===== config.mk =====
export PLATFORM = sky130hd
export DESIGN_NAME = bresenham_line_rasterizer
export DESIGN_NICKNAME = d
export VERILOG_FILES = /design/src/hdl/blr_pkg.sv /design/src/hdl/blr_front.sv /design/src/hdl/blr_queue.sv /design/src/hdl/blr_walk.sv /design/src/hdl/bresenham_line_rasterizer.sv
export VERILOG_INCLUDE_DIRS = /design/src /design/src/hdl
export SDC_FILE = /design/constraint.sdc
export NUM_CORES = 1
export LEC_CHECK = 0
export ABC_AREA = 1
export BUFFER_PORTS_ARGS = -buffer_cell sky130_fd_sc_hd__buf_2
export CORE_MARGIN = 10
export CORE_UTILIZATION = 44
export CTS_CLUSTER_SIZE = 12
export DETAILED_ROUTE_END_ITERATION = 10
export PLACE_DENSITY = 0.7
export SYNTH_ARGS = -nofsm -noshare
export SYNTH_HDL_FRONTEND = slang
export SYNTH_SLANG_ARGS = --single-unit
export TNS_END_PERCENT = 100

===== constraint.sdc =====
create_clock -name i_clk -period 8 [get_ports i_clk]
set_input_delay 0.4 -clock i_clk [delete_from_list [all_inputs] [get_ports i_clk]]
set_output_delay 0.4 -clock i_clk [all_outputs]
set_load 0.1 [all_outputs]

===== src/hdl/bresenham_line_rasterizer_macros.svh =====
// Assertion macros shared by the line rasterizer RTL.
`ifndef BRESENHAM_LINE_RASTERIZER_MACROS_SVH
`define BRESENHAM_LINE_RASTERIZER_MACROS_SVH

// Implication checked on every rising clock edge outside of reset.
`define BLR_ASSERT_CLK(label, prop, msg) \
    label: assert property (@(posedge i_clk) disable iff (!i_rst_n) (prop)) \
        else $error(msg);

// Plain invariant, checked on every rising clock edge outside of reset.
`define BLR_ASSERT_ALWAYS(label, expr, msg) \
    `BLR_ASSERT_CLK(label, 1'b1 |-> (expr), msg)

`endif


===== src/hdl/blr_pkg.sv =====
// Shared types and constants of the line rasterizer.
package blr_pkg;

    // Field widths.
    localparam int COORD_W = 6;
    localparam int COLOR_W = 24;
    localparam int DELTA_W = COORD_W + 1;
    localparam int DEC_W   = 10;

    // Tile bound: coordinates at or above it saturate to the tile edge.
    localparam int TILE_SIZE = 64;

    // Depth of the queue of set-up segments between front and walk.
    localparam int QUEUE_DEPTH = 2;

    // Stream data widths, padded to whole bytes.
    localparam int S_TDATA_W = 4 * COORD_W + COLOR_W;
    localparam int M_FIELDS_W = 2 * COORD_W + COLOR_W;
    localparam int M_TDATA_W = ((M_FIELDS_W + 7) / 8) * 8;

    // Octant case that drives the walk.
    typedef enum logic [1:0] {
        OCT_SHALLOW_UP   = 2'd0,
        OCT_STEEP_UP     = 2'd1,
        OCT_SHALLOW_DOWN = 2'd2,
        OCT_STEEP_DOWN   = 2'd3
    } t_octant;

    // One segment after ordering and set-up.
    typedef struct packed {
        logic [COORD_W-1:0]      start_x;
        logic [COORD_W-1:0]      start_y;
        logic [COORD_W-1:0]      stop_x;
        logic [COORD_W-1:0]      stop_y;
        logic signed [DEC_W-1:0] decision;
        logic signed [DEC_W-1:0] delta_a2;
        logic signed [DEC_W-1:0] delta_b2;
        t_octant                 octant;
        logic [COLOR_W-1:0]      color;
    } t_seg;

endpackage


===== src/hdl/blr_front.sv =====
// Front end: takes a segment request, orders the endpoints and sets up the walk.
module blr_front
    import blr_pkg::*;
(
    input  logic                 s_axis_tvalid,
    output logic                 s_axis_tready,
    // start_x[5:0], start_y[11:6], end_x[17:12], end_y[23:18], pen_color[47:24]
    input  logic [S_TDATA_W-1:0] s_axis_tdata,
    input  logic                 i_full,
    output logic                 o_push,
    output t_seg                 o_push_data
);

    localparam logic [COORD_W:0]   TILE_LIM = (COORD_W + 1)'(TILE_SIZE);
    localparam logic [COORD_W-1:0] TILE_MAX = COORD_W'(TILE_SIZE - 1);

    logic [COORD_W-1:0]      w_x0, w_y0, w_x1, w_y1;
    logic [COORD_W-1:0]      w_sx, w_sy, w_ex, w_ey;
    logic                    w_swap;
    logic signed [DELTA_W-1:0] w_da, w_db;
    logic signed [DEC_W-1:0] w_da_x, w_db_x;
    logic [COORD_W-1:0]      w_abs_a, w_abs_b;
    logic                    w_rising, w_shallow;

    // Saturate endpoint coordinates to the tile.
    always_comb begin
        w_x0 = ({1'b0, s_axis_tdata[COORD_W-1:0]} >= TILE_LIM)
               ? TILE_MAX : s_axis_tdata[COORD_W-1:0];
        w_y0 = ({1'b0, s_axis_tdata[2*COORD_W-1:COORD_W]} >= TILE_LIM)
               ? TILE_MAX : s_axis_tdata[2*COORD_W-1:COORD_W];
        w_x1 = ({1'b0, s_axis_tdata[3*COORD_W-1:2*COORD_W]} >= TILE_LIM)
               ? TILE_MAX : s_axis_tdata[3*COORD_W-1:2*COORD_W];
        w_y1 = ({1'b0, s_axis_tdata[4*COORD_W-1:3*COORD_W]} >= TILE_LIM)
               ? TILE_MAX : s_axis_tdata[4*COORD_W-1:3*COORD_W];
    end

    // Order the endpoints so that x rises, or y rises when x is equal.
    assign w_swap = (w_x0 > w_x1) || ((w_x0 == w_x1) && (w_y0 > w_y1));
    assign w_sx   = w_swap ? w_x1 : w_x0;
    assign w_sy   = w_swap ? w_y1 : w_y0;
    assign w_ex   = w_swap ? w_x0 : w_x1;
    assign w_ey   = w_swap ? w_y0 : w_y1;

    // Signed deltas and their magnitudes.
    assign w_da    = $signed({1'b0, w_ey}) - $signed({1'b0, w_sy});
    assign w_db    = $signed({1'b0, w_sx}) - $signed({1'b0, w_ex});
    assign w_da_x  = {{(DEC_W - DELTA_W){w_da[DELTA_W-1]}}, w_da};
    assign w_db_x  = {{(DEC_W - DELTA_W){w_db[DELTA_W-1]}}, w_db};
    assign w_abs_a = (w_ey >= w_sy) ? (w_ey - w_sy) : (w_sy - w_ey);
    assign w_abs_b = w_ex - w_sx;

    assign w_rising  = (w_ey >= w_sy) || (w_sx == w_ex);
    assign w_shallow = (w_abs_a <= w_abs_b);

    // Choose the octant case and the starting decision value.
    always_comb begin
        o_push_data.start_x  = w_sx;
        o_push_data.start_y  = w_sy;
        o_push_data.stop_x   = w_ex;
        o_push_data.stop_y   = w_ey;
        o_push_data.delta_a2 = w_da_x + w_da_x;
        o_push_data.delta_b2 = w_db_x + w_db_x;
        o_push_data.color    = s_axis_tdata[S_TDATA_W-1:4*COORD_W];
        unique case ({w_rising, w_shallow})
            2'b11: begin
                o_push_data.octant   = OCT_SHALLOW_UP;
                o_push_data.decision = w_da_x + w_da_x + w_db_x;
            end
            2'b10: begin
                o_push_data.octant   = OCT_STEEP_UP;
                o_push_data.decision = w_da_x + w_db_x + w_db_x;
            end
            2'b01: begin
                o_push_data.octant   = OCT_SHALLOW_DOWN;
                o_push_data.decision = w_da_x + w_da_x - w_db_x;
            end
            default: begin
                o_push_data.octant   = OCT_STEEP_DOWN;
                o_push_data.decision = w_da_x - w_db_x - w_db_x;
            end
        endcase
    end

    // A request is taken whenever the queue has room.
    assign s_axis_tready = !i_full;
    assign o_push        = s_axis_tvalid && !i_full;

endmodule


===== src/hdl/blr_queue.sv =====
// Short queue of set-up segments between the front end and the walk unit.
module blr_queue
    import blr_pkg::*;
#(
    parameter int DEPTH = QUEUE_DEPTH
)
(
    input  logic i_clk,
    input  logic i_rst_n,
    input  logic i_push,
    input  t_seg i_push_data,
    output logic o_full,
    output logic o_valid,
    output t_seg o_data,
    input  logic i_pop
);

    localparam int PTR_W = (DEPTH > 1) ? $clog2(DEPTH) : 1;
    localparam int CNT_W = $clog2(DEPTH + 1);
    localparam logic [PTR_W-1:0] LAST_PTR = PTR_W'(DEPTH - 1);
    localparam logic [CNT_W-1:0] FULL_CNT = CNT_W'(DEPTH);

    t_seg             r_mem [DEPTH];
    logic [PTR_W-1:0] r_wr_ptr, n_wr_ptr;
    logic [PTR_W-1:0] r_rd_ptr, n_rd_ptr;
    logic [CNT_W-1:0] r_count, n_count;

    assign o_full  = (r_count == FULL_CNT);
    assign o_valid = (r_count != '0);
    assign o_data  = r_mem[r_rd_ptr];

    // Pointer and fill count update.
    always_comb begin
        n_wr_ptr = r_wr_ptr;
        n_rd_ptr = r_rd_ptr;
        n_count  = r_count;
        if (i_push) begin
            n_wr_ptr = (r_wr_ptr == LAST_PTR) ? '0 : r_wr_ptr + 1'b1;
        end
        if (i_pop) begin
            n_rd_ptr = (r_rd_ptr == LAST_PTR) ? '0 : r_rd_ptr + 1'b1;
        end
        if (i_push && !i_pop) begin
            n_count = r_count + 1'b1;
        end else if (i_pop && !i_push) begin
            n_count = r_count - 1'b1;
        end
    end

    always_ff @(posedge i_clk) begin
        if (!i_rst_n) begin
            r_wr_ptr <= '0;
            r_rd_ptr <= '0;
            r_count  <= '0;
        end else begin
            r_wr_ptr <= n_wr_ptr;
            r_rd_ptr <= n_rd_ptr;
            r_count  <= n_count;
        end
    end

    // Entry storage.
    always_ff @(posedge i_clk) begin
        if (i_push) begin
            r_mem[r_wr_ptr] <= i_push_data;
        end
    end

endmodule


===== src/hdl/blr_walk.sv =====
// Walk unit: steps the Bresenham decision variable, one pixel per ready cycle.
module blr_walk
    import blr_pkg::*;
(
    input  logic               i_clk,
    input  logic               i_rst_n,
    input  logic               i_q_valid,
    input  t_seg               i_q_data,
    output logic               o_pop,
    output logic               o_valid,
    input  logic               i_ready,
    output logic [COORD_W-1:0] o_pixel_x,
    output logic [COORD_W-1:0] o_pixel_y,
    output logic [COLOR_W-1:0] o_pixel_color,
    output logic               o_last_pixel
);

    logic                    r_active, n_active;
    logic [COORD_W-1:0]      r_x, n_x;
    logic [COORD_W-1:0]      r_y, n_y;
    logic [COORD_W-1:0]      r_stop_x, n_stop_x;
    logic [COORD_W-1:0]      r_stop_y, n_stop_y;
    logic signed [DEC_W-1:0] r_dec, n_dec;
    logic signed [DEC_W-1:0] r_da2, n_da2;
    logic signed [DEC_W-1:0] r_db2, n_db2;
    t_octant                 r_oct, n_oct;
    logic [COLOR_W-1:0]      r_color, n_color;

    logic                    w_last, w_accept, w_minor;
    logic signed [DEC_W-1:0] w_major_term, w_minor_term;
    logic [COORD_W-1:0]      w_step_x, w_step_y;

    // Current pixel straight from the walk registers.
    assign o_valid       = r_active;
    assign o_pixel_x     = r_x;
    assign o_pixel_y     = r_y;
    assign o_pixel_color = r_color;
    assign o_last_pixel  = w_last;

    assign w_last = ((r_oct == OCT_SHALLOW_UP) || (r_oct == OCT_SHALLOW_DOWN))
                    ? (r_x == r_stop_x) : (r_y == r_stop_y);
    assign w_accept = r_active && i_ready;

    // Load the next segment when idle or as the last pixel leaves.
    assign o_pop = i_q_valid && (!r_active || (w_accept && w_last));

    // One Bresenham step for the current octant case.
    always_comb begin
        unique case (r_oct)
            OCT_SHALLOW_UP: begin
                w_minor      = (r_dec > 0);
                w_major_term = r_da2;
                w_minor_term = r_db2;
                w_step_x     = r_x + 1'b1;
                w_step_y     = w_minor ? r_y + 1'b1 : r_y;
            end
            OCT_STEEP_UP: begin
                w_minor      = (r_dec < 0);
                w_major_term = r_db2;
                w_minor_term = r_da2;
                w_step_x     = w_minor ? r_x + 1'b1 : r_x;
                w_step_y     = r_y + 1'b1;
            end
            OCT_SHALLOW_DOWN: begin
                w_minor      = (r_dec < 0);
                w_major_term = r_da2;
                w_minor_term = -r_db2;
                w_step_x     = r_x + 1'b1;
                w_step_y     = w_minor ? r_y - 1'b1 : r_y;
            end
            default: begin
                w_minor      = (r_dec > 0);
                w_major_term = -r_db2;
                w_minor_term = r_da2;
                w_step_x     = w_minor ? r_x + 1'b1 : r_x;
                w_step_y     = r_y - 1'b1;
            end
        endcase
    end

    // Next walk state: load, step, go idle or hold.
    always_comb begin
        n_active = r_active;
        n_x      = r_x;
        n_y      = r_y;
        n_stop_x = r_stop_x;
        n_stop_y = r_stop_y;
        n_dec    = r_dec;
        n_da2    = r_da2;
        n_db2    = r_db2;
        n_oct    = r_oct;
        n_color  = r_color;
        if (o_pop) begin
            n_active = 1'b1;
            n_x      = i_q_data.start_x;
            n_y      = i_q_data.start_y;
            n_stop_x = i_q_data.stop_x;
            n_stop_y = i_q_data.stop_y;
            n_dec    = i_q_data.decision;
            n_da2    = i_q_data.delta_a2;
            n_db2    = i_q_data.delta_b2;
            n_oct    = i_q_data.octant;
            n_color  = i_q_data.color;
        end else if (w_accept) begin
            if (w_last) begin
                n_active = 1'b0;
            end else begin
                n_x   = w_step_x;
                n_y   = w_step_y;
                n_dec = r_dec + w_major_term + (w_minor ? w_minor_term : '0);
            end
        end
    end

    always_ff @(posedge i_clk) begin
        if (!i_rst_n) begin
            r_active <= 1'b0;
        end else begin
            r_active <= n_active;
        end
    end

    // Walk payload registers.
    always_ff @(posedge i_clk) begin
        r_x      <= n_x;
        r_y      <= n_y;
        r_stop_x <= n_stop_x;
        r_stop_y <= n_stop_y;
        r_dec    <= n_dec;
        r_da2    <= n_da2;
        r_db2    <= n_db2;
        r_oct    <= n_oct;
        r_color  <= n_color;
    end

endmodule


===== src/hdl/bresenham_line_rasterizer.sv =====
// Line rasterizer top level: one segment request in, one pixel request per plotted point out.
// A taken segment is written into the queue, then loaded into the walk registers, from which
// its first pixel is shown when the walk unit is free. Two set-up segments queue.
// Throughput: one pixel per cycle while m_axis_tready is high, set by the single decision
// update per cycle in the walk unit; a segment has max(|dx|,|dy|)+1 pixels (1 to 64).
// Reset: synchronous, active low; it empties the queue and leaves the walk unit idle.
module bresenham_line_rasterizer
    import blr_pkg::*;
#(
    parameter int QDEPTH = QUEUE_DEPTH
)
(
    input  logic                 i_clk,
    input  logic                 i_rst_n,
    input  logic                 s_axis_tvalid,
    output logic                 s_axis_tready,
    // start_x[5:0], start_y[11:6], end_x[17:12], end_y[23:18], pen_color[47:24]
    input  logic [S_TDATA_W-1:0] s_axis_tdata,
    output logic                 m_axis_tvalid,
    input  logic                 m_axis_tready,
    // pixel_x[5:0], pixel_y[11:6], pixel_color[35:12], zero pad above
    output logic [M_TDATA_W-1:0] m_axis_tdata,
    // last_pixel
    output logic                 m_axis_tlast
);

`include "bresenham_line_rasterizer_macros.svh"

    logic               w_push, w_full, w_q_valid, w_pop;
    t_seg               w_push_data, w_q_data;
    logic [COORD_W-1:0] w_px, w_py;
    logic [COLOR_W-1:0] w_pcolor;

    // Set-up of incoming segments.
    blr_front u_front (
        .s_axis_tvalid (s_axis_tvalid),
        .s_axis_tready (s_axis_tready),
        .s_axis_tdata  (s_axis_tdata),
        .i_full        (w_full),
        .o_push        (w_push),
        .o_push_data   (w_push_data)
    );

    // Queue between set-up and walk.
    blr_queue #(
        .DEPTH (QDEPTH)
    ) u_queue (
        .i_clk       (i_clk),
        .i_rst_n     (i_rst_n),
        .i_push      (w_push),
        .i_push_data (w_push_data),
        .o_full      (w_full),
        .o_valid     (w_q_valid),
        .o_data      (w_q_data),
        .i_pop       (w_pop)
    );

    // Pixel walk.
    blr_walk u_walk (
        .i_clk         (i_clk),
        .i_rst_n       (i_rst_n),
        .i_q_valid     (w_q_valid),
        .i_q_data      (w_q_data),
        .o_pop         (w_pop),
        .o_valid       (m_axis_tvalid),
        .i_ready       (m_axis_tready),
        .o_pixel_x     (w_px),
        .o_pixel_y     (w_py),
        .o_pixel_color (w_pcolor),
        .o_last_pixel  (m_axis_tlast)
    );

    // Pack the pixel fields, zero-padded to whole bytes.
    assign m_axis_tdata = M_TDATA_W'({w_pcolor, w_py, w_px});

    // A full queue always holds a segment for the walk unit.
    `BLR_ASSERT_ALWAYS(a_full_has_seg, s_axis_tready || w_q_valid, "Queue full but empty")

    // A segment is walked without gaps until its last pixel.
    `BLR_ASSERT_CLK(a_walk_no_gap, m_axis_tvalid && m_axis_tready && !m_axis_tlast |=> m_axis_tvalid, "Gap inside a segment")

    // Within a segment, x never falls and rises by at most one per pixel.
    `BLR_ASSERT_CLK(a_x_step, m_axis_tvalid && m_axis_tready && !m_axis_tlast |=> (m_axis_tdata[5:0] == $past(m_axis_tdata[5:0])) || (m_axis_tdata[5:0] == $past(m_axis_tdata[5:0]) + 6'd1), "Bad x step")

endmodule


==> run_results.csv <==
group,metric,value,unit
sta,min_period_over_period,81.8,%
critical_path,end_kind,"register",
synthesis,ys_seq_area_share,55.2,%
floorplan,die_w,186,microns
floorplan,core_area,27100,sq um
detailed_routing,drcViolationCount,0,
synthesis,synthFlopType,"edfxtp_1",
job,drv_cap,0,
synthesis,postSynthAreaPerCell,10.0,sq um
synthesis,yosys.area.top_type_share,54.2,%
synthesis,synth_largest_area_cell,"edfxtp_1",
placement,dpl_cell_area,13000,sq um
detailed_routing,wl,27300,microns
sta,setup_viol,0,
synthesis,synth_edf_count,220,
finish,diodes,0,
floorplan,start_util,44.9,%
sta,slew_headroom,29.9,%
synthesis,ys_types,54,
critical_path,cpLargestDelayFamily,"simple AND/OR/NAND/NOR gates",
sta,worst_pin_slew,1.05,ns
detailed_routing,wl_per_cell,16.1,microns
detailed_routing,vias_per_cell,5.05,
synthesis,ys_ff_latch,226,
critical_path,worst_path_largest_cell_delay,0.48,ns
sta,finalHoldViolations,0,
critical_path,cp_max_fo,43,
critical_path,cp_data_required_time,8.22,ns
finish,final_area,13700,sq um
status,status,"complete, no violations",
clock_tree,h-tree-depth,1,
synthesis,synth_common_cells,"332 x nand2_1, 220 x edfxtp_1, 144 x inv_1",
sta,timing.setup.tns,0,ns
clock_tree,cts_root_buffer,"clkbuf_16",
clock_tree,postCtsResizedCells,0,
synthesis,synth_cells,1216,
placement,io_buffers,90,
critical_path,worst_path_max_delay_cell,"xor2_1",
clock_tree,post_cts_buffers,0,
synthesis,synth_most_common_cell,"nand2_1",
grt,grt_usage,15.3,%
grt,grt_pass1_wl,44000,microns
detailed_routing,firstDrtPassIters,5,
critical_path,crit_path_start_kind,"input pin",
floorplan,die-area,34700,sq um
clock_tree,cts_buffers,23,
finish,fin_util,50.4,%
critical_path,path_buf_inv,3,
synthesis,syn_area,12200,sq um
sta,min_period,6.55,ns
clock_tree,cts_tree,"yes",
sta,rsz0062_at_grt,"false",
detailed_routing,drt_iter0_markers,608,
floorplan,io_pins,95,
critical_path,crit_top_cell,"nor2_1",
clock_tree,clk_pin_slew,0.06,ns
grt,grt_pass1_vias,8336,
synthesis,ys_async_sr_fraction,0,%
grt,overflow,0,
critical_path,critical_path_class,"input pin to register",
clock_tree,hold_buffers,0,
clock_tree,clk_latency,0.50,ns
sta,fin_skew,0.0120,ns
finish,areaGrowthSynthToFinish,12.1,%
clock_tree,clock_path_buffers,3,
detailed_routing,ant_nets,0,
placement,routabilityCongestion,0.926,
finish,drive_above_1_share,14.8,%
synthesis,yosysWarnings,0,
critical_path,cp.arrival,6.77,ns
grt,antenna_found_initial,0,
floorplan,dieHeight,186,microns
detailed_routing,vias,8535,
clock_tree,cts_sinks,226,
sta,drv_slew,0,
placement,place_hpwl,19600,microns
synthesis,synth_area_leaders,"edfxtp_1 54%, nand2_1 10%, ha_1 6.4%, inv_1 4.4%, xor2_1 2.6%",
finish,final_nets,1439,
floorplan,fp-row-count,60,
grt,grt_max_degree,75,
hold_path,hold_path_class,"input pin to register",
sta,fmax,0.153,GHz
sta,fin_hold_ws,0.0912,ns
## per-stage QoR
step                setup WS [ns]  cells
floorplan                   0.869   1219
global placement             1.29   1660
detailed placement          0.980   1660
CTS                          1.49   1691
global route                0.669   1691
finish                       1.45   1691
## kinds of logic after synthesis
| group | after synthesis | synth area share, % |
|---|---|---|
| other | 1 | 0.0308 |
| adder cells (fa/ha/maj) | 74 | 8.34 |
| flip-flops | 226 | 55.2 |
| AO/OA/AOI/OAI | 175 | 8.64 |
| AND/OR/NAND/NOR | 502 | 17.8 |
| buffers and inverters | 186 | 6.27 |
| XOR/XNOR | 52 | 3.74 |
## flip-flops by register name, indices dropped and copies added, names as in the netlist, named ones only
register,count
u_walk.o_pixel_x,6
u_walk.r_oct,2
u_walk.r_stop_y,6
u_walk.r_dec,10
u_walk.o_valid,1
u_queue.r_mem,146
u_queue.r_count,2
u_queue.r_rd_ptr,1
u_queue.r_wr_ptr,1
u_walk.o_pixel_y,6
u_walk.r_db2,7
u_walk.r_da2,7
u_walk.o_pixel_color,24
u_walk.r_stop_x,6
## worst paths after layout
check,from,cells past startpoint,slack (ns),to
setup reg to reg,u_walk.r_oct[0],13,3.49,u_walk.r_dec[8]
hold reg to reg,u_queue.r_rd_ptr,1,0.45,register
setup / recovery,s_axis_tdata[17],39,1.45,u_queue.r_mem[1][53]
hold / removal,s_axis_tdata[45],1,0.09,u_queue.r_mem[0][21]
## per-layer routing
metal	global-route usage (%)	wire, microns	vias up
li1	-	-	4275
met1	19.9	12200	4032
met2	26.4	13400	194
met3	1.73	1230	34
met4	4.22	489	0
met5	0	0	-
## area by class of cell
| class | instances | area, sq um |
|---|---|---|
| multi-input cells | 807 | 4720 |
| clock buffers | 26 | 587 |
| flip-flops and latches | 226 | 6730 |
| fillers | 2415 | 13400 |
| well taps | 372 | 465 |
| clock inverters | 5 | 51.3 |
| repair buffers | 100 | 526 |
| inverters | 155 | 583 |
## placed cells by master, fill, tap and decap left out, drive strengths merged, types with 2 or more instances in the layout
cell type	netlist	final
a211oi	4	4
a21oi	40	40
a31oi	13	13
buf	13	100
clkbuf	18	26
clkinv	4	6
conb	1	4
dfxtp	6	6
edfxtp	220	220
fa	12	12
ha	62	62
inv	151	153
nand2	356	356
nand3	37	37
nand3b	4	4
nand4	7	7
nor2	76	76
nor3	8	8
nor4	2	2
o211ai	9	9
o21ai	79	79
o21bai	2	2
o221ai	5	5
o22ai	11	11
o31ai	5	5
or2	11	11
xnor2	16	16
xor2	36	36
Power is not shown: default switching activity piles up to over one toggle a cycle in this logic, so the estimate is an artifact.
